==> src/hdl/cdq_mem.sv <==
`timescale 1ns / 1ps
// ----------------------------------------------------------------------------
// cdq_mem
// Slot store of the deque: one write port and one read port with the read
// data registered, so a read returns its data in the cycle after its address.
// ----------------------------------------------------------------------------
module cdq_mem
#(
    parameter int DEPTH = 128
)
(
    input  logic                      clk,
    input  logic                      we,
    input  logic [$clog2(DEPTH)-1:0]  waddr,
    input  logic [31:0]               wdata,
    input  logic [$clog2(DEPTH)-1:0]  raddr,
    output logic [31:0]               rdata
);

    logic [31:0] mem [DEPTH];

    // Write port.
    always_ff @(posedge clk)
    begin
        if (we)
        begin
            mem[waddr] <= wdata;
        end
    end

    // Registered read port.
    always_ff @(posedge clk)
    begin
        rdata <= mem[raddr];
    end

endmodule

==> config.mk <==
export PLATFORM = sky130hd
export DESIGN_NAME = cdq_mem
export DESIGN_NICKNAME = d
export VERILOG_FILES = /design/src/hdl/cdq_mem.sv
export SDC_FILE = /design/constraint.sdc
export NUM_CORES = 2
export LEC_CHECK = 0
export CAP_MARGIN = 20
export CORE_MARGIN = 2
export CORE_UTILIZATION = 55
export CTS_BUF_LIST = sky130_fd_sc_hd__clkbuf_8
export DETAILED_ROUTE_END_ITERATION = 8
export DONT_BUFFER_PORTS = 1
export PLACE_DENSITY = 0.68
export SLEW_MARGIN = 15
export SYNTH_ARGS = -nofsm -noshare
export SYNTH_HDL_FRONTEND = slang
export SYNTH_SLANG_ARGS = --single-unit
==> constraint.sdc <==
create_clock -name clk -period 9.7 [get_ports clk]
set_input_delay 0.97 -clock clk [delete_from_list [all_inputs] [get_ports clk]]
set_output_delay 0.97 -clock clk [all_outputs]
set_load 0.1 [all_outputs]
==> impl_metrics.csv <==
group,metric,value,unit
global_route,grt_max_degree,1025,
clocking,cts_tree,"done",
drt,via_per_inst,6.69,
power_and_ir_drop,power_density,200,nW/um^2
logic_synthesis,syn_area_per_cell,26.1,sq um
floorplanning,io_pins,80,
power_and_ir_drop,seqPwrFrac,56.9,%
logic_synthesis,synth_top_area_share,78.7,%
worst_setup_path,cp.required,10640,ps
finish,layout.nets,6592,
logic_synthesis,syn_nets,6038,
worst_setup_path,ff2ff_setup_slack,7080,ps
outcome,violations,"slew limit",
placed_design,placed_cell_area,162000,sq um
job,maxCapViolations,0,
logic_synthesis,syn_area,156000,sq um
floorplanning,start_util,55.3,%
drt,drc,0,
power_and_ir_drop,p_sw_share,22.4,%
finish,fill_cells,18700,
logic_synthesis,ys_seq_elements,4128,
clocking,cts.sinks,4128,
logic_synthesis,synth_warnings,0,
finish,drive_gt1_share,35.9,%
global_route,grt_overflow,0,
worst_setup_path,cp-end-kind,"flop",
power_and_ir_drop,internal_power,27200,uW
worst_setup_path,critPathLaunchType,"primary input",
logic_synthesis,netlist_instances,5990,
placed_design,hpwlAfterDp,192000,um
timing,final-hold-violation-count,0,
clocking,cts_hold_buf,63,
placed_design,dp_slack,3230,ps
global_route,grt_usage,29.1,%
logic_synthesis,synth.area.mux_share,19.6,%
finish,finalCoreUtilization,62.0,%
clocking,clkTransAtPathRegs,60,ps
timing,relSlewSlack,-22.3,%
logic_synthesis,synth_cell_type_count,17,
timing,fmax,188,MHz
drt,routed-via-count,72200,
power_and_ir_drop,vdd_drop_max,0.137,mV
logic_synthesis,yosysSeqAreaShare,79.1,%
logic_synthesis,synth_top_family_by_area,"multiplexers",
clocking,htree_levels,6,
power_and_ir_drop,combPwrFrac,4.9,%
logic_synthesis,synth_compound_area_share,0,%
power_and_ir_drop,pwr-share-clk,38.2,%
global_route,grt_pass1_vias,72800,
timing,min_period_over_period,54.8,%
global_route,antenna_found_initial,55,
logic_synthesis,synthXorXnorAreaFrac,0,%
drt,wirelength,415000,um
placed_design,port_buffers,0,
floorplanning,dieHeight,537,um
floorplanning,die-area,288000,sq um
timing,slew_violations,159,
power_and_ir_drop,p_leak,0.0542,uW
clocking,post_cts_buffers,0,
outcome,outcome,"finished, violations left",
global_route,grt_pass1_wl,569000,um
drt,drtIter0Drc,11400,
logic_synthesis,yosysTopAreaCell,"edfxtp_1",
timing,setup_viol,0,
clocking,root_buffer,"clkbuf_8",
worst_setup_path,arrival,6260,ps
timing,grt_setup_unrepaired,"false",
clocking,clockBufferDepth,4,
clocking,numCtsBuffers,634,
logic_synthesis,netlist_top_cells_area,"edfxtp_1 79%, mux4_2 19%, clkbuf_1 0.44%, dfxtp_1 0.41%, nor2_1 0.29%",
drt,dr.pass1.iters,5,
logic_synthesis,synth_adder_area_share,0,%
timing,finalClockSkew,67.0,ps
worst_hold_path,hold_path.class,"in -> reg",
finish,stdcell_area,175000,sq um
clocking,ctsResizeCount,0,
power_and_ir_drop,p_switching,7850,uW
logic_synthesis,synth_simple_gate_area_share,0.446,%
finish,area_growth,12.1,%
floorplanning,rows,195,
timing,worst_pin_slew,1830,ps
clocking,worstSkewPairLatency,1100,ps
floorplanning,die_x,537,um
drt,ant_nets,0,
worst_setup_path,crit_type,"in -> reg",
placed_design,routabilityCongestion,0.792,
floorplanning,coreArea,283000,sq um
drt,wl_per_cell,38.5,um
worst_setup_path,crit_fanout,87,
timing,period_needed,5320,ps
timing,fin_ws,4380,ps
timing,fin_tns_setup,0,ps
## power groups by stage
| stage | combinational, uW | sequential [uW] | clock (uW) |
|---|---|---|---|
| floorplan | 950 | 20300 | 0 |
| global placement | 1350 | 20300 | 0 |
| detailed placement | 1360 | 20300 | 0 |
| CTS | 1590 | 19900 | 13500 |
| global route | 1760 | 19900 | 14300 |
| finish | 1710 | 19900 | 13400 |
## worst max-delay path, cell delays in order
cell,delay (ps)
buf_16,180
buf_16,320
buf_16,480
buf_16,500
buf_16,510
buf_16,380
buf_16,390
mux4_2,590
mux4_2,450
mux4_2,630
mux2_2,320
## layout make-up
| cell class | instances | area (sq um) | share of cell area [%] |
|---|---|---|---|
| repair buffers | 234 | 2900 | 1.65 |
| clock inverters | 453 | 2410 | 1.37 |
| flip-flops and latches | 4128 | 124000 | 70.6 |
| well taps | 3743 | 4680 | 2.67 |
| diodes | 27 | 67.6 | 0.0386 |
| multi-input cells | 1546 | 32300 | 18.4 |
| clock buffers | 661 | 9100 | 5.20 |
## flip-flops by register name, indices dropped and copies added (netlist names)
signal	cells
mem	4096
rdata	32
## final timing paths
kind,to,cells past startpoint,start
worst min register to register,rdata[27],4,mem[93][27]
worst min-delay path,mem[56][27],0,wdata[27]
worst max register to register,rdata[22],4,mem[22][22]
worst max-delay path,rdata[22],11,raddr[0]
## routing by layer
layer,global-route usage [%],vias to the layer above,share of wire [%]
met5,0.707,-,0.016
met4,11.1,10,4.0
met3,8.26,656,13
met2,44.3,4778,47
met1,40.6,39100,36
li1,-,27600,-
## stage by stage
step	hold WS, ps	total power, uW	std cells
final	25.6	35000	10800
after global routing	-11.4	36000	10800
after CTS	0.0295	35000	10800
after detailed placement	1080	21700	9578
after global placement	1080	21600	9573
after floorplan	1070	21200	5990
## cell families after synthesis
group                  after synthesis
muxes                             1376
DFF                               4128
buffers and inverters              316
and+or+nand+nor                    170
## synth_stat cells
library cell,count
nand3_1,12
clkbuf_1,182
nand2b_1,2
dfxtp_1,32
edfxtp_1,4096
buf_4,3
nand2_1,14
nor2_1,122
mux4_2,1344
mux2_2,32
or3_1,1
buf_1,50
buf_6,2
nor2b_1,7
nand4_1,3
nor3_1,9
buf_2,79
## layout by cell type, fill, tap and decap left out, drive strengths merged, types with 27 or more instances in the layout
master / n
diode: 27
clkbuf: 661
buf: 210
nor2: 122
edfxtp: 4096
inv: 249
dfxtp: 32
mux2: 32
clkinv: 177
mux4: 1344
Power figures use the tool's default switching activity.
