**src/hdl/cdq_pkg.sv**
```systemverilog
`timescale 1ns / 1ps
// ----------------------------------------------------------------------------
// cdq_pkg
// Shared types and constants of the circular deque: operation and status
// codes, the register map and the record that travels with an operation.
// ----------------------------------------------------------------------------
package cdq_pkg;

    // Operation codes carried on the op port.
    typedef enum logic [1:0] {
        OP_INS_FRONT = 2'd0,
        OP_INS_REAR  = 2'd1,
        OP_DEL_FRONT = 2'd2,
        OP_DEL_REAR  = 2'd3
    } op_t;

    // Status codes reported with every result.
    typedef enum logic [1:0] {
        ST_DONE  = 2'd0,
        ST_FULL  = 2'd1,
        ST_EMPTY = 2'd2
    } status_t;

    // Register map: word index taken from paddr[2].
    localparam logic REG_CAPACITY = 1'b0;

    // Capacity after reset.
    localparam logic [7:0] CAP_RESET = 8'd128;

    // Data width of the configuration port.
    localparam int unsigned APB_DW = 32;

    // Record of an operation that waits for the store read to finish.
    typedef struct packed {
        status_t status;
        logic    pend_front;
        logic    pend_rear;
    } stage_t;

endpackage

```
**src/hdl/cdq_ctrl.sv**
```systemverilog
`timescale 1ns / 1ps
// ----------------------------------------------------------------------------
// cdq_ctrl
// Deque control: front and rear indices, the empty mark, cached front and
// rear values, store accesses and the registered result.
// ----------------------------------------------------------------------------
module cdq_ctrl
    import cdq_pkg::*;
#(
    parameter int DEPTH = 128
)
(
    input  logic                      clk,
    input  logic                      rst_n,
    input  logic                      start,
    input  logic [1:0]                op,
    input  logic signed [31:0]        data_in,
    input  logic [$clog2(DEPTH)-1:0]  last_idx,
    input  logic                      clear,
    output logic                      busy,
    output logic                      mem_we,
    output logic [$clog2(DEPTH)-1:0]  mem_waddr,
    output logic [31:0]               mem_wdata,
    output logic [$clog2(DEPTH)-1:0]  mem_raddr,
    input  logic [31:0]               mem_rdata,
    output logic                      done,
    output logic [1:0]                status,
    output logic signed [31:0]        front_value,
    output logic signed [31:0]        rear_value,
    output logic                      is_empty,
    output logic                      is_full
);

    localparam int IW = $clog2(DEPTH);

    op_t          op_c;
    logic         accept;
    logic         full;
    logic [IW:0]  rear_p1;
    logic [IW-1:0] front_inc;
    logic [IW-1:0] front_dec;
    logic [IW-1:0] rear_inc;
    logic [IW-1:0] rear_dec;

    logic [IW-1:0] front_reg, front_next;
    logic [IW-1:0] rear_reg, rear_next;
    logic          empty_reg, empty_next;
    logic [31:0]   fval_reg, fval_next;
    logic [31:0]   rval_reg, rval_next;
    logic          busy_reg, busy_next;
    stage_t        stage_reg, stage_next;
    logic          done_reg;
    logic [1:0]    status_reg;
    logic [31:0]   fout_reg, rout_reg;
    logic          eout_reg, full_out_reg;
    logic [31:0]   fval_cur, rval_cur;

    assign op_c   = op_t'(op);
    assign accept = start && !busy_reg;
    assign busy   = busy_reg;

    // Neighbor indices with wrap at the last slot in use.
    assign front_inc = (front_reg == last_idx) ? '0 : front_reg + IW'(1);
    assign front_dec = (front_reg == '0) ? last_idx : front_reg - IW'(1);
    assign rear_inc  = (rear_reg == last_idx) ? '0 : rear_reg + IW'(1);
    assign rear_dec  = (rear_reg == '0) ? last_idx : rear_reg - IW'(1);

    // Full when the front sits right after the rear.
    assign rear_p1 = {1'b0, rear_reg} + (IW+1)'(1);
    assign full    = !empty_reg &&
                     (((front_reg == '0) && (rear_reg == last_idx)) ||
                      ({1'b0, front_reg} == rear_p1));

    // Values after the pending store read lands.
    assign fval_cur = stage_reg.pend_front ? mem_rdata : fval_reg;
    assign rval_cur = stage_reg.pend_rear  ? mem_rdata : rval_reg;

    // Store read address: the new end after a delete.
    assign mem_raddr = (op_c == OP_DEL_FRONT) ? front_inc : rear_dec;
    assign mem_wdata = data_in;

    // Operation decode and state update.
    always_comb
    begin
        front_next = front_reg;
        rear_next  = rear_reg;
        empty_next = empty_reg;
        fval_next  = fval_cur;
        rval_next  = rval_cur;
        busy_next  = 1'b0;
        stage_next = stage_reg;
        // A pending store read lands in the busy cycle only.
        stage_next.pend_front = 1'b0;
        stage_next.pend_rear  = 1'b0;
        mem_we     = 1'b0;
        mem_waddr  = '0;
        if (clear)
        begin
            front_next = '0;
            rear_next  = '0;
            empty_next = 1'b1;
        end
        else if (accept)
        begin
            busy_next             = 1'b1;
            stage_next.status     = ST_DONE;
            stage_next.pend_front = 1'b0;
            stage_next.pend_rear  = 1'b0;
            case (op_c)
                OP_INS_FRONT, OP_INS_REAR:
                begin
                    if (full)
                    begin
                        stage_next.status = ST_FULL;
                    end
                    else if (empty_reg)
                    begin
                        front_next = '0;
                        rear_next  = '0;
                        empty_next = 1'b0;
                        mem_we     = 1'b1;
                        mem_waddr  = '0;
                        fval_next  = data_in;
                        rval_next  = data_in;
                    end
                    else if (op_c == OP_INS_FRONT)
                    begin
                        front_next = front_dec;
                        mem_we     = 1'b1;
                        mem_waddr  = front_dec;
                        fval_next  = data_in;
                    end
                    else
                    begin
                        rear_next = rear_inc;
                        mem_we    = 1'b1;
                        mem_waddr = rear_inc;
                        rval_next = data_in;
                    end
                end
                default:
                begin
                    if (empty_reg)
                    begin
                        stage_next.status = ST_EMPTY;
                    end
                    else if (front_reg == rear_reg)
                    begin
                        front_next = '0;
                        rear_next  = '0;
                        empty_next = 1'b1;
                    end
                    else if (op_c == OP_DEL_FRONT)
                    begin
                        front_next            = front_inc;
                        stage_next.pend_front = 1'b1;
                    end
                    else
                    begin
                        rear_next            = rear_dec;
                        stage_next.pend_rear = 1'b1;
                    end
                end
            endcase
        end
    end

    // Control state.
    always_ff @(posedge clk or negedge rst_n)
    begin
        if (!rst_n)
        begin
            front_reg <= '0;
            rear_reg  <= '0;
            empty_reg <= 1'b1;
            busy_reg  <= 1'b0;
            stage_reg <= '{status: ST_DONE, pend_front: 1'b0, pend_rear: 1'b0};
            done_reg  <= 1'b0;
        end
        else
        begin
            front_reg <= front_next;
            rear_reg  <= rear_next;
            empty_reg <= empty_next;
            busy_reg  <= busy_next;
            stage_reg <= stage_next;
            done_reg  <= busy_reg;
        end
    end

    // Cached end values and the result payload.
    always_ff @(posedge clk)
    begin
        fval_reg <= fval_next;
        rval_reg <= rval_next;
        if (busy_reg)
        begin
            status_reg   <= stage_reg.status;
            fout_reg     <= empty_reg ? '0 : fval_cur;
            rout_reg     <= empty_reg ? '0 : rval_cur;
            eout_reg     <= empty_reg;
            full_out_reg <= full;
        end
    end

    assign done        = done_reg;
    assign status      = status_reg;
    assign front_value = $signed(fout_reg);
    assign rear_value  = $signed(rout_reg);
    assign is_empty    = eout_reg;
    assign is_full     = full_out_reg;

endmodule

```
**config.mk**
```make
export PLATFORM = sky130hd
export DESIGN_NAME = cdq_ctrl
export DESIGN_NICKNAME = d
export VERILOG_FILES = /design/src/hdl/cdq_pkg.sv /design/src/hdl/cdq_ctrl.sv
export SDC_FILE = /design/constraint.sdc
export NUM_CORES = 1
export LEC_CHECK = 0
export BUFFER_PORTS_ARGS = -buffer_cell sky130_fd_sc_hd__buf_2
export CORE_MARGIN = 4
export CORE_UTILIZATION = 30
export DETAILED_ROUTE_END_ITERATION = 10
export GPL_ROUTABILITY_DRIVEN = 0
export MAX_ROUTING_LAYER = met4
export PLACE_DENSITY = 0.48
export SLEW_MARGIN = 5
export SYNTH_ARGS = -nofsm -noshare
export SYNTH_HDL_FRONTEND = slang
export SYNTH_SLANG_ARGS = --single-unit
```
**constraint.sdc**
```tcl
create_clock -name clk -period 3.8 [get_ports clk]
set_clock_uncertainty 0.15 [all_clocks]
set_input_delay 0.38 -clock clk [delete_from_list [all_inputs] [get_ports clk]]
set_output_delay 0.38 -clock clk [all_outputs]
set_load 0.05 [all_outputs]
```
==> metrics.md <==
| Metric | Value |
|---|---|
| Remaining DRCs | 0 |
| Combinational power share | 0.293 |
| Final nets | 937 |
| EDFF count, synth | 68 |
| CTS clk-pin slew, worst paths | 0.07 ns |
| Post-DR vias/cell | 4.66 |
| P_int | 3690 uW |
| Routed via count | 5801 |
| Ys Warns | 0 |
| RSZ-0062 raised after global routing | false |
| Vias in the first global route | 5969 |
| Syn Nets | 790 |
| Setup Buffers After CTS | 0 |
| All-Layer GR Usage | 0.149 |
| H-tree levels | 4 |
| Max FO, Critical Path | 10 |
| Row cnt | 61 |
| Wire length on met1 | 10400 um |
| Synth Register Bits | 153 |
| Core footprint | 0.0280 mm^2 |
| Largest net degree at the start of global routing | 53 |
| Largest cells by area after synthesis | edfxtp_1 24%, dfxtp_1 15%, mux2_4 11%, mux2_2 8.5%, dfrtp_1 5.8% |
| Die width | 177 um |
| Hold WC Path Type | input pin to flip-flop |
| Setup TNS | 0 ns |
| Rel. slew slack | 0.341 |
| Worst-skew pair later-pin latency | 0.42 ns |
| Switching portion of total power | 0.314 |
| I/O Pins | 194 |
| Switching power | 1690 uW |
| Tcrit/Tclk final | 0.932 |
| Crit. End Element | primary output |
| Clock group share of total power | 0.316 |
| Synth-to-Final Area Change | 18.9% |
| WS Path Type | flip-flop to primary output |
| CTS buffer count | 17 |
| ANT cells | 0 |
| Synth cell types | 76 |
| Final hold slack | 0.0621 ns |
| Max VDD drop | 0.285 mV |
| Critical hold path startpoint | data_in[19] |
| Top routing layer in use | met4 |
| WP data required | 3.27 ns |
| Initial antenna violation count | 0 |
| First-pass GRT wire length | 34900 um |
| Number of fill cells | 2825 |
| Pwr Density | 528 mW/mm^2 |
| Final setup vio count | 0 |
| Synth Instances | 707 |
| Fmax | 0.282 GHz |
| Yosys top cell by area | edfxtp_1 |
| Worst r2r src | rear_reg[0] |
| Clk root buf | clkbuf_16 |
| Hold Violations, Final | 0 |
| Post-Place Cells | 1212 |
| Critical Path Source | rear_reg[0] |
| Avg Synthesized Cell Area | 12.1 um^2 |
| Metal2 WL | 10900 um |
| Max-slew violations | 0 |
| Drt wl/cell | 18.4 um |
| Top-area cell type share of the netlist area | 0.238 |
| Critical path arrival | 3.01 ns |
| GRT overflow | 0 |
| CTS tree | built |
| Primary FF master, synth | edfxtp_1 |
| Post-synth ARST share | 0.137 |
| Detail Placement HPWL | 16400 um |
| Initial core utilization | 0.306 |
| Slew at the pin closest to its max-slew limit | 0.989 ns |
| FF+latch area | 0.00386 mm^2 |
| WL final | 22900 um |
| CTS Sinks | 153 |
| DR WL met3 | 1290 um |
| Multi-input combinational cell area | 0.00409 mm^2 |
| Leak | 0.00422 uW |
| Detail Route Antenna Nets | 0 |
| Final Non-Filler Cells | 1245 |
| Die area | 0.0313 mm^2 |
| Post-Syn Area | 0.00857 mm^2 |
| Port bufs | 193 |
| Layout cells sized above 1 | 0.460 |
| Clock Path Buffers | 2 |
| CP Launch Type | flip-flop |
| Register area share after synthesis | 0.449 |
| Iter 0 DRT Violations | 271 |
| Seq pwr share | 0.391 |
| Final Critical Period | 3.54 ns |
| Status | finished clean |
| Maxcap violations | 0 |
| Die height | 177 um |
| Drt pass-1 iters | 4 |
[per-layer routing]
| metal | GRT usage | vias to the layer above |
|---|---|---|
| li1 | - | 2828 |
| met1 | 0.194 | 2764 |
| met2 | 0.241 | 188 |
| met3 | 0.0261 | 21 |
| met4 | 0.0416 | 0 |
| met5 | - | - |
[synth_stat cells, types with 5 or more instances]
cell type	count
buf_4	38
o21ai_0	11
dfrtp_1	20
a21oi_1	20
dfxtp_1	64
mux2_2	65
buf_12	6
edfxtp_1	68
mux2_4	60
nor2_1	27
nor3_1	23
nor4_1	5
clkbuf_1	14
o32ai_1	6
xnor2_1	26
nor2b_1	67
buf_2	11
or3_1	9
ha_1	6
nand2_1	13
nand2b_1	10
mux2i_1	8
inv_1	14
buf_1	7
nand3_1	10
xor2_1	12
[power groups by stage]
stage,Clock [uW],Sequential [uW],Combinational (uW)
3_5_place_dp,0,2140,1580
5_1_grt,1830,2140,1700
6_report,1700,2100,1570
3_3_place_gp,0,2130,1570
4_1_cts,1760,2110,1580
2_1_floorplan,0,2220,1190
[final timing paths]
kind,depth (start not counted),to,slack (ns)
min in group asynchronous,2,front_reg[1],0.32
max in group asynchronous,2,busy,2.77
worst max-delay path,8,mem_waddr[3],0.26
worst min register to register,0,status[0],0.30
worst min-delay path,2,rval_reg[19],0.06
worst max register to register,9,fval_reg[0],0.71
[worst max-delay path, stage by stage (launching register included)]
cell	delay, ns
dfrtp_1	0.57
ha_1	0.37
and3_4	0.26
a21oi_2	0.07
o311a_1	0.34
a31oi_4	0.32
o21ai_2	0.18
a21oi_1	0.20
buf_2	0.29
[repair_timing]
action	in CTS	in global routing
endpoints found under the setup margin	0	7
hold endpoints to repair	20	0
gates resized for setup	0	1
hold buffers	1	0
[kinds of logic (layout without fill, tap and decap cells)]
kind of cell	Yosys count	in the layout	synth area share
fa+ha+maj	6	6	0.00876
xor+xnor	41	41	0.0454
simple gates	191	191	0.134
buf+inv	94	254	0.0743
flops	153	153	0.449
mux	137	137	0.205
compound gates	85	85	0.0825
[layout make-up]
cell class                      instances  share of cell area
Clock buffer                           17              0.0418
Clock inverter                         15              0.0177
Inverter                               14             0.00516
Multi-Input combinational cell        460               0.402
Sequential cell                       153               0.379
Tap cell                              378              0.0464
Timing Repair Buffer                  208               0.109
[metrics by stage]
step                 util  setup slack [ns]  instance area [um^2]  power [uW]
floorplan               -            0.0813                  8570        3410
global placement    0.341             0.656                  9570        3700
detailed placement  0.341             0.567                  9570        3720
CTS                 0.363            0.0847                 10200        5450
global route        0.364            0.0573                 10200        5670
finish              0.364             0.259                 10200        5370
[cells in the final DEF (no fill, tap or decap), types with 11 or more instances in the layout]
master,netlist,final
nor2b_1,67,67
nor3_1,23,23
nor2_1,27,27
xnor2_1,26,26
a21oi_1,20,20
mux2_2,65,65
dfxtp_1,64,64
dfrtp_1,20,17
buf_4,38,12
xor2_1,12,12
inv_1,14,14
edfxtp_1,68,68
clkbuf_16,0,17
nand2_1,13,13
mux2_4,60,60
buf_2,11,193
o21ai_0,11,11
Note: power is estimated with default switching activity, not from simulation.
