[config.mk]
export PLATFORM = sky130hd
export DESIGN_NAME = cdq_regs
export DESIGN_NICKNAME = d
export VERILOG_FILES = /design/src/hdl/cdq_pkg.sv /design/src/hdl/cdq_regs.sv
export SDC_FILE = /design/constraint.sdc
export NUM_CORES = 1
export LEC_CHECK = 0
export CORE_AREA = 2 2 39 41
export CTS_BUF_LIST = sky130_fd_sc_hd__clkbuf_8 sky130_fd_sc_hd__clkbuf_16
export DETAILED_ROUTE_END_ITERATION = 10
export DIE_AREA = 0 0 41 43
export DONT_BUFFER_PORTS = 1
export PLACE_DENSITY_LB_ADDON = 0.25
export SYNTH_ARGS = -nofsm -noshare
export SYNTH_HDL_FRONTEND = slang
export SYNTH_SLANG_ARGS = --single-unit
[constraint.sdc]
create_clock -name clk -period 2.3 [get_ports clk]
set_input_delay 0.23 -clock clk [delete_from_list [all_inputs] [get_ports clk]]
set_output_delay 0.23 -clock clk [all_outputs]
set_load 0.03 [all_outputs]
[src/hdl/cdq_pkg.sv]
`timescale 1ns / 1ps
// ----------------------------------------------------------------------------
// cdq_pkg
// Shared types and constants of the circular deque: operation and status
// codes, the register map and the record that travels with an operation.
// ----------------------------------------------------------------------------
package cdq_pkg;

    // Operation codes carried on the op port.
    typedef enum logic [1:0] {
        OP_INS_FRONT = 2'd0,
        OP_INS_REAR  = 2'd1,
        OP_DEL_FRONT = 2'd2,
        OP_DEL_REAR  = 2'd3
    } op_t;

    // Status codes reported with every result.
    typedef enum logic [1:0] {
        ST_DONE  = 2'd0,
        ST_FULL  = 2'd1,
        ST_EMPTY = 2'd2
    } status_t;

    // Register map: word index taken from paddr[2].
    localparam logic REG_CAPACITY = 1'b0;

    // Capacity after reset.
    localparam logic [7:0] CAP_RESET = 8'd128;

    // Data width of the configuration port.
    localparam int unsigned APB_DW = 32;

    // Record of an operation that waits for the store read to finish.
    typedef struct packed {
        status_t status;
        logic    pend_front;
        logic    pend_rear;
    } stage_t;

endpackage

[src/hdl/cdq_regs.sv]
`timescale 1ns / 1ps
// ----------------------------------------------------------------------------
// cdq_regs
// Configuration register block. Holds the capacity register, answers reads
// and derives the index of the last slot in use from the clamped capacity.
// ----------------------------------------------------------------------------
module cdq_regs
    import cdq_pkg::*;
#(
    parameter int DEPTH = 128
)
(
    input  logic                      clk,
    input  logic                      rst_n,
    input  logic                      psel,
    input  logic                      penable,
    input  logic                      pwrite,
    input  logic [2:0]                paddr,
    input  logic [APB_DW-1:0]         pwdata,
    output logic [APB_DW-1:0]         prdata,
    output logic                      pready,
    output logic [$clog2(DEPTH)-1:0]  last_idx,
    output logic                      clear
);

    localparam int IW = $clog2(DEPTH);

    logic [7:0]  cap_reg;
    logic [7:0]  cap_next;
    logic        wr_en;
    logic [IW:0] eff_cap;

    // A write transfer completes in the access phase.
    assign pready = 1'b1;
    assign wr_en  = psel && penable && pwrite && (paddr[2] == REG_CAPACITY);
    assign clear  = wr_en;

    always_comb
    begin
        cap_next = cap_reg;
        if (wr_en)
        begin
            cap_next = pwdata[7:0];
        end
    end

    always_ff @(posedge clk or negedge rst_n)
    begin
        if (!rst_n)
        begin
            cap_reg <= CAP_RESET;
        end
        else
        begin
            cap_reg <= cap_next;
        end
    end

    // Read data: the capacity register, zero elsewhere.
    always_comb
    begin
        if (paddr[2] == REG_CAPACITY)
        begin
            prdata = {{(APB_DW-8){1'b0}}, cap_reg};
        end
        else
        begin
            prdata = '0;
        end
    end

    // Clamp the capacity to the range one to DEPTH.
    always_comb
    begin
        if (cap_reg == 8'd0)
        begin
            eff_cap = (IW+1)'(1);
        end
        else if (32'(cap_reg) > 32'(DEPTH))
        begin
            eff_cap = (IW+1)'(DEPTH);
        end
        else
        begin
            eff_cap = (IW+1)'(cap_reg);
        end
    end

    assign last_idx = IW'(eff_cap - (IW+1)'(1));

endmodule

==> flow_summary.toml, run 1 <==
[placement]
place_area_sq_um = 692
gp_congestion = 0.780
portBuffers = 0
dp.final_hpwl_microns = 963
pre_cts_slack_ps = 183

[critical_path]
crit_required_ps = 2070
critPathMaxFanout = 6
end_kind = "output pin"
startpoint_type = "register"
reg2reg_from = "cap_reg[2]"
timing.rr.end = "cap_reg[2]"
worstPathArrival_ps = 1930
criticalPathCategory = "reg2out"
critPathLaunch = "cap_reg[1]"
r2r_slack_ps = 1360
rr_worst_depth = 2

[pwr]
power_mw = 0.830
p_switching_mw = 0.396
clkPwrFrac = 0.202
peakVddDrop_mv = 0.466
pwr-share-seq = 0.276
p_leak_nw = 0.379
p_per_area_nw_per_um2 = 1060
p_sw_frac = 0.477
p_comb_frac = 0.522
p_int_mw = 0.434

[final_layout]
largest_reg_flops = 8
layout-drive-gt1-share = 0.326
final_area_sq_um = 779
syn_to_final_growth_pct = 7.60
utilization = 0.563
n_antenna_cell = 0
final_nets = 131

[worst_hold_path]
hold_start = "pwdata[2]"
hold_path_depth = 1
hp-class = "in2reg"
worstHoldEndpoint = "cap_reg[2]"

[sta]
fin_skew_ps = 0
layout_setup_ws_ps = 143
max_freq_mhz = 464
worst_pin_slew_ps = 580
finalHoldViolCount = 0
drv_slew = 0
setup_violations = 0
min_period_over_period = 0.938
slew_headroom = 0.612
fin_crit_ps = 2160
hold_ws_ps = 150

[synthesis]
synthAdderAreaFrac = 0.0173
synthMuxAreaShare = 0.140
synth_top_area_frac = 0.259
synth_common_cells = "25 x buf_4, 9 x mux2_2, 7 x dfrtp_1, 5 x nor2b_1, 4 x nand2_1"
yosys.cell_count.top_type = "buf_4"
ys_types = 26
ys.flop_type = "dfrtp_1"
netlist_top_cells_area = "buf_4 26%, dfrtp_1 24%, mux2_2 14%"
synth_compound_area_frac = 0.0760
synth_seq_area_share = 0.278
synth_edf_count = 0
yosys.area.top_type = "buf_4"
synth_xor_xnor_area_share = 0.0121
synthCells = 80
ys_seq_elements = 8
async_reset_ff_frac = 1.00
avgSynthCellArea_sq_um = 9.06
synthSimpleGateAreaFrac = 0.187
syn_area_sq_um = 724
synth_top_family_by_area = "buffers and inverters"
ys_warn_count = 0

[clock_tree]
clock_sinks = 8
h-tree-depth = 1
cts_tree = "yes"
clockBufferDepth = 2
clk_pin_slew_ps = 40
clock_latency_ps = 230
cts-root-buf = "clkbuf_8"
cts_inserted_buffers = 3

[run_status]
run_status = "finished, final reports clean"

[die]
die_width_microns = 41
fp.coreArea_sq_um = 1380
ios = 81
die_y_microns = 43
row_count = 14
dieArea_sq_um = 1760
initial_core_util = 0.524

[route]
drc_errors = 0
routedWlPerCell_microns = 11.6
first_pass_iters = 4
vias_per_cell = 4.89
drt_iter0_markers = 5
final_antenna_net_count = 0
vias = 513
wl_microns = 1220

[grt]
grt_pass1_wl_microns = 1800
track_usage = 0.150
grt-ovfl-total = 0
grt_antenna_before_repair = 0
grt_pass1_vias = 421
grt_max_degree = 10

[flow_run]
drv_cap = 0
[power groups by stage]
stage	Combinational [mW]	Clock [mW]	Sequential, mW
2_1_floorplan	0.375	0	0.210
3_3_place_gp	0.411	0	0.217
3_5_place_dp	0.416	0	0.218
4_1_cts	0.423	0.173	0.219
5_1_grt	0.468	0.179	0.234
6_report	0.433	0.168	0.229
[kinds of logic (layout without fill, tap and decap cells)]
family / count (synthesis) / in the layout
buffers and inverters: 29 / 15
AOI/OAI and AO/OA: 8 / 8
xor gates and xnor gates: 1 / 1
DFF: 8 / 8
muxes: 9 / 9
adders and majority gates: 1 / 1
and+or+nand+nor: 22 / 22
other: 2 / 25
[per-stage QoR]
stage	setup TNS [ps]	cells
6_report	0	105
4_1_cts	0	104
5_1_grt	-2.34	105
3_3_place_gp	0	99
2_1_floorplan	0	103
3_5_place_dp	0	99
[routing by layer]
layer	vias up	global-route usage	routed length (microns)
met5	-	0	0
met4	0	0.0800	21
met3	3	0.0471	132
met2	32	0.222	602
met1	237	0.187	466
li1	241	-	-
[how the worst max path moves through the flow]
| stage | endpoint | slack (ps) |
|---|---|---|
| finish | last_idx[6] | 140 |
| global route | last_idx[6] | -2 |
| detailed placement | last_idx[6] | 180 |
| CTS | last_idx[6] | 20 |
| floorplan | last_idx[4] | 30 |
| global placement | last_idx[6] | 180 |
[cell type report]
cell class                 instances  area [sq um]
clock buffer                       3          41.3
clock inverter                     1          3.75
fill                             126           604
inverter                           3          11.3
multi-input combinational         66           437
sequential                         8           204
tap                               16          20.0
timing repair buffer               8          62.6
[what timing repair did]
action | CTS | global route
gates resized for setup | 1 | 5
gates cloned | 0 | 0
hold endpoints to repair | 8 | 0
setup endpoints to repair | 1 | 2
hold buffers | 1 | 0
buffers inserted | 0 | 1
pin swaps | 0 | 1
[placed cells by master (no fill, tap or decap)]
| cell | n |
|---|---|
| nor3b_1 | 1 |
| nor2b_1 | 5 |
| o21ai_0 | 1 |
| buf_4 | 7 |
| o31ai_1 | 1 |
| mux2_2 | 9 |
| nor4_4 | 1 |
| inv_1 | 4 |
| dfrtp_1 | 5 |
| clkbuf_8 | 3 |
| nor3_1 | 1 |
| nand3_1 | 2 |
| dlygate4sd3_1 | 1 |
| ha_2 | 1 |
| nor3_2 | 1 |
| a21o_1 | 1 |
| o211ai_1 | 1 |
| conb_1 | 25 |
| o21ai_1 | 1 |
| nand2_1 | 4 |
| a21oi_1 | 1 |
| or4_4 | 1 |
| and2b_1 | 2 |
| dfrtp_2 | 2 |
| nor4_1 | 1 |
| nor2_1 | 2 |
| nand4b_2 | 1 |
| o21ai_2 | 1 |
| xnor2_1 | 1 |
| a41oi_2 | 1 |
| dfstp_2 | 1 |
[worst max-delay path, cell delays in order, from the launching register on]
cell	delay, ps
dfrtp_2	440
nor4_4	270
a21o_1	140
nand2_1	70
ha_2	230
mux2_2	270
a21oi_1	150
a41oi_2	120
Note: power is estimated with default switching activity, not from simulation.
==> run 2, diff against run 1 <==
--- a/config.mk
+++ b/config.mk
@@ -7,6 +7,6 @@
 export LEC_CHECK = 0
-export CORE_AREA = 2 2 39 41
+export CORE_MARGIN = 1
+export CORE_UTILIZATION = 35
 export CTS_BUF_LIST = sky130_fd_sc_hd__clkbuf_8 sky130_fd_sc_hd__clkbuf_16
 export DETAILED_ROUTE_END_ITERATION = 10
-export DIE_AREA = 0 0 41 43
 export DONT_BUFFER_PORTS = 1
--- a/constraint.sdc
+++ b/constraint.sdc
@@ -3,2 +3,2 @@
 set_output_delay 0.23 -clock clk [all_outputs]
-set_load 0.03 [all_outputs]
+set_load 0.02 [all_outputs]
==> run 2 against run 1 <==
Net effect: first-iteration DRC count fell by 40%; final cell count increased by 15%; global-route usage down 1.6 points; non-clock buffer count increased by 5; clock power hardly changed; highest routed layer unchanged; clock skew did not move; register-to-register slack hardly changed; sequential cell count stayed put; critical endpoint unchanged; sequential share of layout area decreased by 2.1 points; worst setup slack got worse by 54 ps.
==> flow_summary.toml, run 2 (same netlist as run 1, synthesis figures left out) <==
[run_status]
run_status = "finished, final reports clean"

[final_layout]
fillCellCount = 216
final_nets = 136
layout-drive-gt1-share = 0.351
multi_input_area_sq_um = 445
largest_reg_flops = 8
seq_area_sq_um = 201
syn_to_final_growth_pct = 15.5
final_common_cell = "conb_1"
n_antenna_cell = 0
utilization = 0.427
final_cell_mix = "25 x conb_1, 12 x buf_4, 9 x mux2_2"

[clock_tree]
h-tree-depth = 1
clockBufferDepth = 2
clock_sinks = 8
cts-root-buf = "clkbuf_8"
clock_latency_ps = 230
cts_tree = "yes"
clk_pin_slew_ps = 40
cts_inserted_buffers = 3

[grt]
grt_pass1_vias = 465
grt_pass1_wl_microns = 2070
grt_antenna_before_repair = 0
grt-ovfl-total = 0
track_usage = 0.134
grt_max_degree = 10

[pwr]
p_leak_nw = 0.407
peakVddDrop_mv = 0.540
p_per_area_nw_per_um2 = 963

[sta]
finalHoldViolCount = 0
tns_ps = 0
fin_crit_ps = 2210
slew_headroom = 0.661
min_period_over_period = 0.961
setup_violations = 0
worst_pin_slew_ps = 506
fin_skew_ps = 0
max_freq_mhz = 452
drv_slew = 0

[route]
routedWlPerCell_microns = 11.0
first_pass_iters = 4
drt_iter0_markers = 3
vias_per_cell = 4.47
vias = 541
final_antenna_net_count = 0
wl_microns = 1340
drc_errors = 0

[critical_path]
path_buf_inv = 1
critPathMaxFanout = 5
critPathTopFamily = "flip-flops"
reg2reg_from = "cap_reg[2]"
timing.rr.end = "cap_reg[2]"
cp_cell_sequence = "nor4_4, a21o_1, nand2_2, ha_4, mux2_2, a21oi_2, a41oi_1, buf_4"
r2r_slack_ps = 1350
slowest_stage = "dfrtp_1"
rr_worst_depth = 2
startpoint_type = "register"
critPathMaxStageDelay_ps = 400
crit_required_ps = 2070
worstPathArrival_ps = 1980
end_kind = "output pin"
criticalPathCategory = "reg2out"

[die]
ios = 81
die_y_microns = 47.5
die_width_microns = 47.5
initial_core_util = 0.369
row_count = 16
fp.coreArea_sq_um = 1960
dieArea_sq_um = 2260

[worst_hold_path]
worstHoldEndpoint = "cap_reg[0]"
hp-class = "in2reg"
hold_path_depth = 1
hold_start = "pwdata[0]"

[placement]
portBuffers = 0
dp.final_hpwl_microns = 1080
gp_congestion = 0.794

[flow_run]
drv_cap = 0
-- run 2: how the worst max path moves through the flow --
stage | endpoint | depth (start not counted) | slack, ps | startpoint
after floorplan | last_idx[4] | 7 | 100 | cap_reg[2]
after global placement | last_idx[6] | 8 | 200 | cap_reg[0]
after CTS | last_idx[6] | 8 | 30 | cap_reg[2]
final | last_idx[6] | 8 | 90 | cap_reg[0]
after detailed placement | last_idx[6] | 8 | 180 | cap_reg[0]
after global routing | last_idx[6] | 8 | -3 | cap_reg[0]
-- run 2: final cells by class --
| cell class | count | area share |
|---|---|---|
| timing repair buffer | 13 | 0.120 |
| multi-input combinational | 66 | 0.532 |
| clock buffer | 3 | 0.0493 |
| inverter | 3 | 0.0135 |
| clock inverter | 1 | 0.00448 |
| tap | 27 | 0.0404 |
| sequential | 8 | 0.241 |
-- run 2: timing repair --
item	in CTS	in global routing
buffers inserted	0	1
pin swaps	1	3
setup endpoints to repair	1	1
endpoints found under the hold margin	8	0
hold buffers	1	0
resized for setup	2	5
-- run 2: worst reg2reg max path, delay by kind of cell (launching register included) --
family	cells	cell delay, ps
flip-flops	1	400
multiplexers	1	260
buffers and inverters	1	180
-- run 2: routing by layer --
metal	GRT usage	share of wire	up-vias
met2	0.197	0.47	36
li1	-	-	247
met3	0.0528	0.13	3
met1	0.169	0.38	255
met5	0	0	-
met4	0.0686	0.016	0
-- run 2: per-stage QoR --
stage	cells	setup slack, ps	hold WS (ps)	cell area (sq um)	total power, mW
CTS	120	34.7	144	800	0.778
floorplan	103	98.7	-65.6	811	0.510
global placement	115	197	-65.4	736	0.589
detailed placement	115	176	-65.4	736	0.594
finish	121	88.7	150	837	0.806
global route	121	-2.72	141	837	0.869
-- run 2: report_power, final --
group          internal, mW  switching [mW]
Clock                 0.115          0.0523
Combinational         0.177           0.258
Sequential            0.176          0.0284
==> run 3, diff against run 2 <==
CELL_PAD_IN_SITES_DETAIL_PLACEMENT = 1   (was not set)
CELL_PAD_IN_SITES_GLOBAL_PLACEMENT = 2   (was not set)
CORE_UTILIZATION = 28   (was 35)
==> run 3 against run 2 <==
Net effect: cell area grew 2.1%; sequential cell count is the same; critical path depth is the same; largest power group unchanged.
==> flow_summary.toml, run 3 (same netlist as run 1, synthesis figures left out) <==
[critical_path]
criticalPathCategory = "reg2out"
reg2reg_from = "cap_reg[0]"
critPathLaunch = "cap_reg[2]"
worstPathArrival_ps = 2010
timing.rr.end = "cap_reg[0]"
crit_required_ps = 2070
startpoint_type = "register"
end_kind = "output pin"
r2r_slack_ps = 1340
rr_worst_depth = 2
critPathMaxFanout = 5

[clock_tree]
clock_latency_ps = 230
cts_tree = "yes"
clockBufferDepth = 2
cts-root-buf = "clkbuf_8"
h-tree-depth = 1
clock_sinks = 8
cts_inserted_buffers = 3
clk_pin_slew_ps = 40

[final_layout]
final_area_sq_um = 855
fillCellCount = 297
final_cell_mix = "25 x conb_1, 15 x buf_4, 9 x mux2_2"
syn_to_final_growth_pct = 18.0
seq_area_sq_um = 201
n_antenna_cell = 0
layout-drive-gt1-share = 0.351
multi_input_area_sq_um = 437
instances_no_fill = 127
final_nets = 139
utilization = 0.348
final_common_cell = "conb_1"
largest_reg_flops = 8

[run_status]
run_status = "finished, final reports clean"

[sta]
drv_slew = 0
tns_ps = 0
finalHoldViolCount = 0
worst_pin_slew_ps = 512
fin_skew_ps = 0
hold_ws_ps = 147
min_period_over_period = 0.974
fin_crit_ps = 2240
setup_violations = 0
max_freq_mhz = 447
slew_headroom = 0.657

[pwr]
p_leak_nw = 0.420
p_comb_frac = 0.545
p_per_area_nw_per_um2 = 967
peakVddDrop_mv = 0.546
p_sw_frac = 0.423
p_int_mw = 0.477
clkPwrFrac = 0.209
pwr-share-seq = 0.246
p_switching_mw = 0.350

[placement]
portBuffers = 0
dp_cells = 118
gp_congestion = 0.743
dp.final_hpwl_microns = 1210
place_area_sq_um = 739

[route]
drc_errors = 0
wl_microns = 1560
drt_iter0_markers = 4
met1Wirelength_microns = 615
final_antenna_net_count = 0
routedWlPerCell_microns = 12.3
dr_wl_met3_microns = 107
first_pass_iters = 4
vias = 553
route.top_layer_used = "met4"
vias_per_cell = 4.35
met2_length_microns = 813

[die]
row_count = 18
die_width_microns = 52.9
die_y_microns = 52.9
ios = 81
fp.coreArea_sq_um = 2450
initial_core_util = 0.295
dieArea_sq_um = 2790

[grt]
grt_pass1_vias = 462
grt_antenna_before_repair = 0
grt-ovfl-total = 0
grt_pass1_wl_microns = 2240
track_usage = 0.114
grt_max_degree = 10

[worst_hold_path]
worstHoldEndpoint = "cap_reg[6]"
hold_path_depth = 1
hold_start = "pwdata[6]"
hp-class = "in2reg"

[flow_run]
drv_cap = 0
==> run 3: area by class of cell <==
cell class	instances	area share
multi-input combinational	66	0.511
clock buffer	3	0.0483
tap	30	0.0439
clock inverter	1	0.00439
timing repair buffer	16	0.143
inverter	3	0.0132
sequential	8	0.236
==> run 3: power groups by stage <==
| stage | clock, mW | sequential (mW) | combinational, mW |
|---|---|---|---|
| final | 0.173 | 0.204 | 0.450 |
| after global routing | 0.188 | 0.207 | 0.490 |
| after CTS | 0.181 | 0.204 | 0.418 |
| after detailed placement | 0 | 0.197 | 0.407 |
| after global placement | 0 | 0.196 | 0.401 |
| after floorplan | 0 | 0.210 | 0.300 |
==> run 3: worst max-delay path, cell delays in order, from the launching register on <==
cell	delay [ps]
dfrtp_1	400
nor4_4	300
a21o_1	160
nand2_2	70
ha_4	190
mux2_2	260
a21oi_1	130
a41oi_1	70
buf_4	190
==> run 3: stage by stage <==
step / power [mW] / worst slack [ps]
after floorplan: 0.510 / 98.7
after global placement: 0.596 / 81.0
after detailed placement: 0.604 / 67.7
after CTS: 0.803 / 9.33
after global routing: 0.885 / -39.6
final: 0.827 / 60.6
==> run 3: how the worst max path moves through the flow <==
stage                        to  slack [ps]  cells past startpoint
global route        last_idx[6]         -40                      8
detailed placement  last_idx[6]          70                      8
floorplan           last_idx[4]         100                      7
global placement    last_idx[6]          80                      8
CTS                 last_idx[6]           9                      8
finish              last_idx[6]          60                      8
==> run 3: timing repair <==
action                                  4_1_cts  5_1_grt
endpoints found under the setup margin        2        1
resized for setup                             3        2
cloned                                        0        0
buffers inserted                              0        4
hold buffers                                  1        0
hold endpoints to repair                      8        0
pin swaps                                     0        3
==> run 3: per-layer routing <==
| metal | up-vias | global-route usage |
|---|---|---|
| met5 | - | 0 |
| met4 | 0 | 0.0658 |
| met3 | 2 | 0.0316 |
| met2 | 26 | 0.179 |
| met1 | 267 | 0.137 |
| li1 | 258 | - |
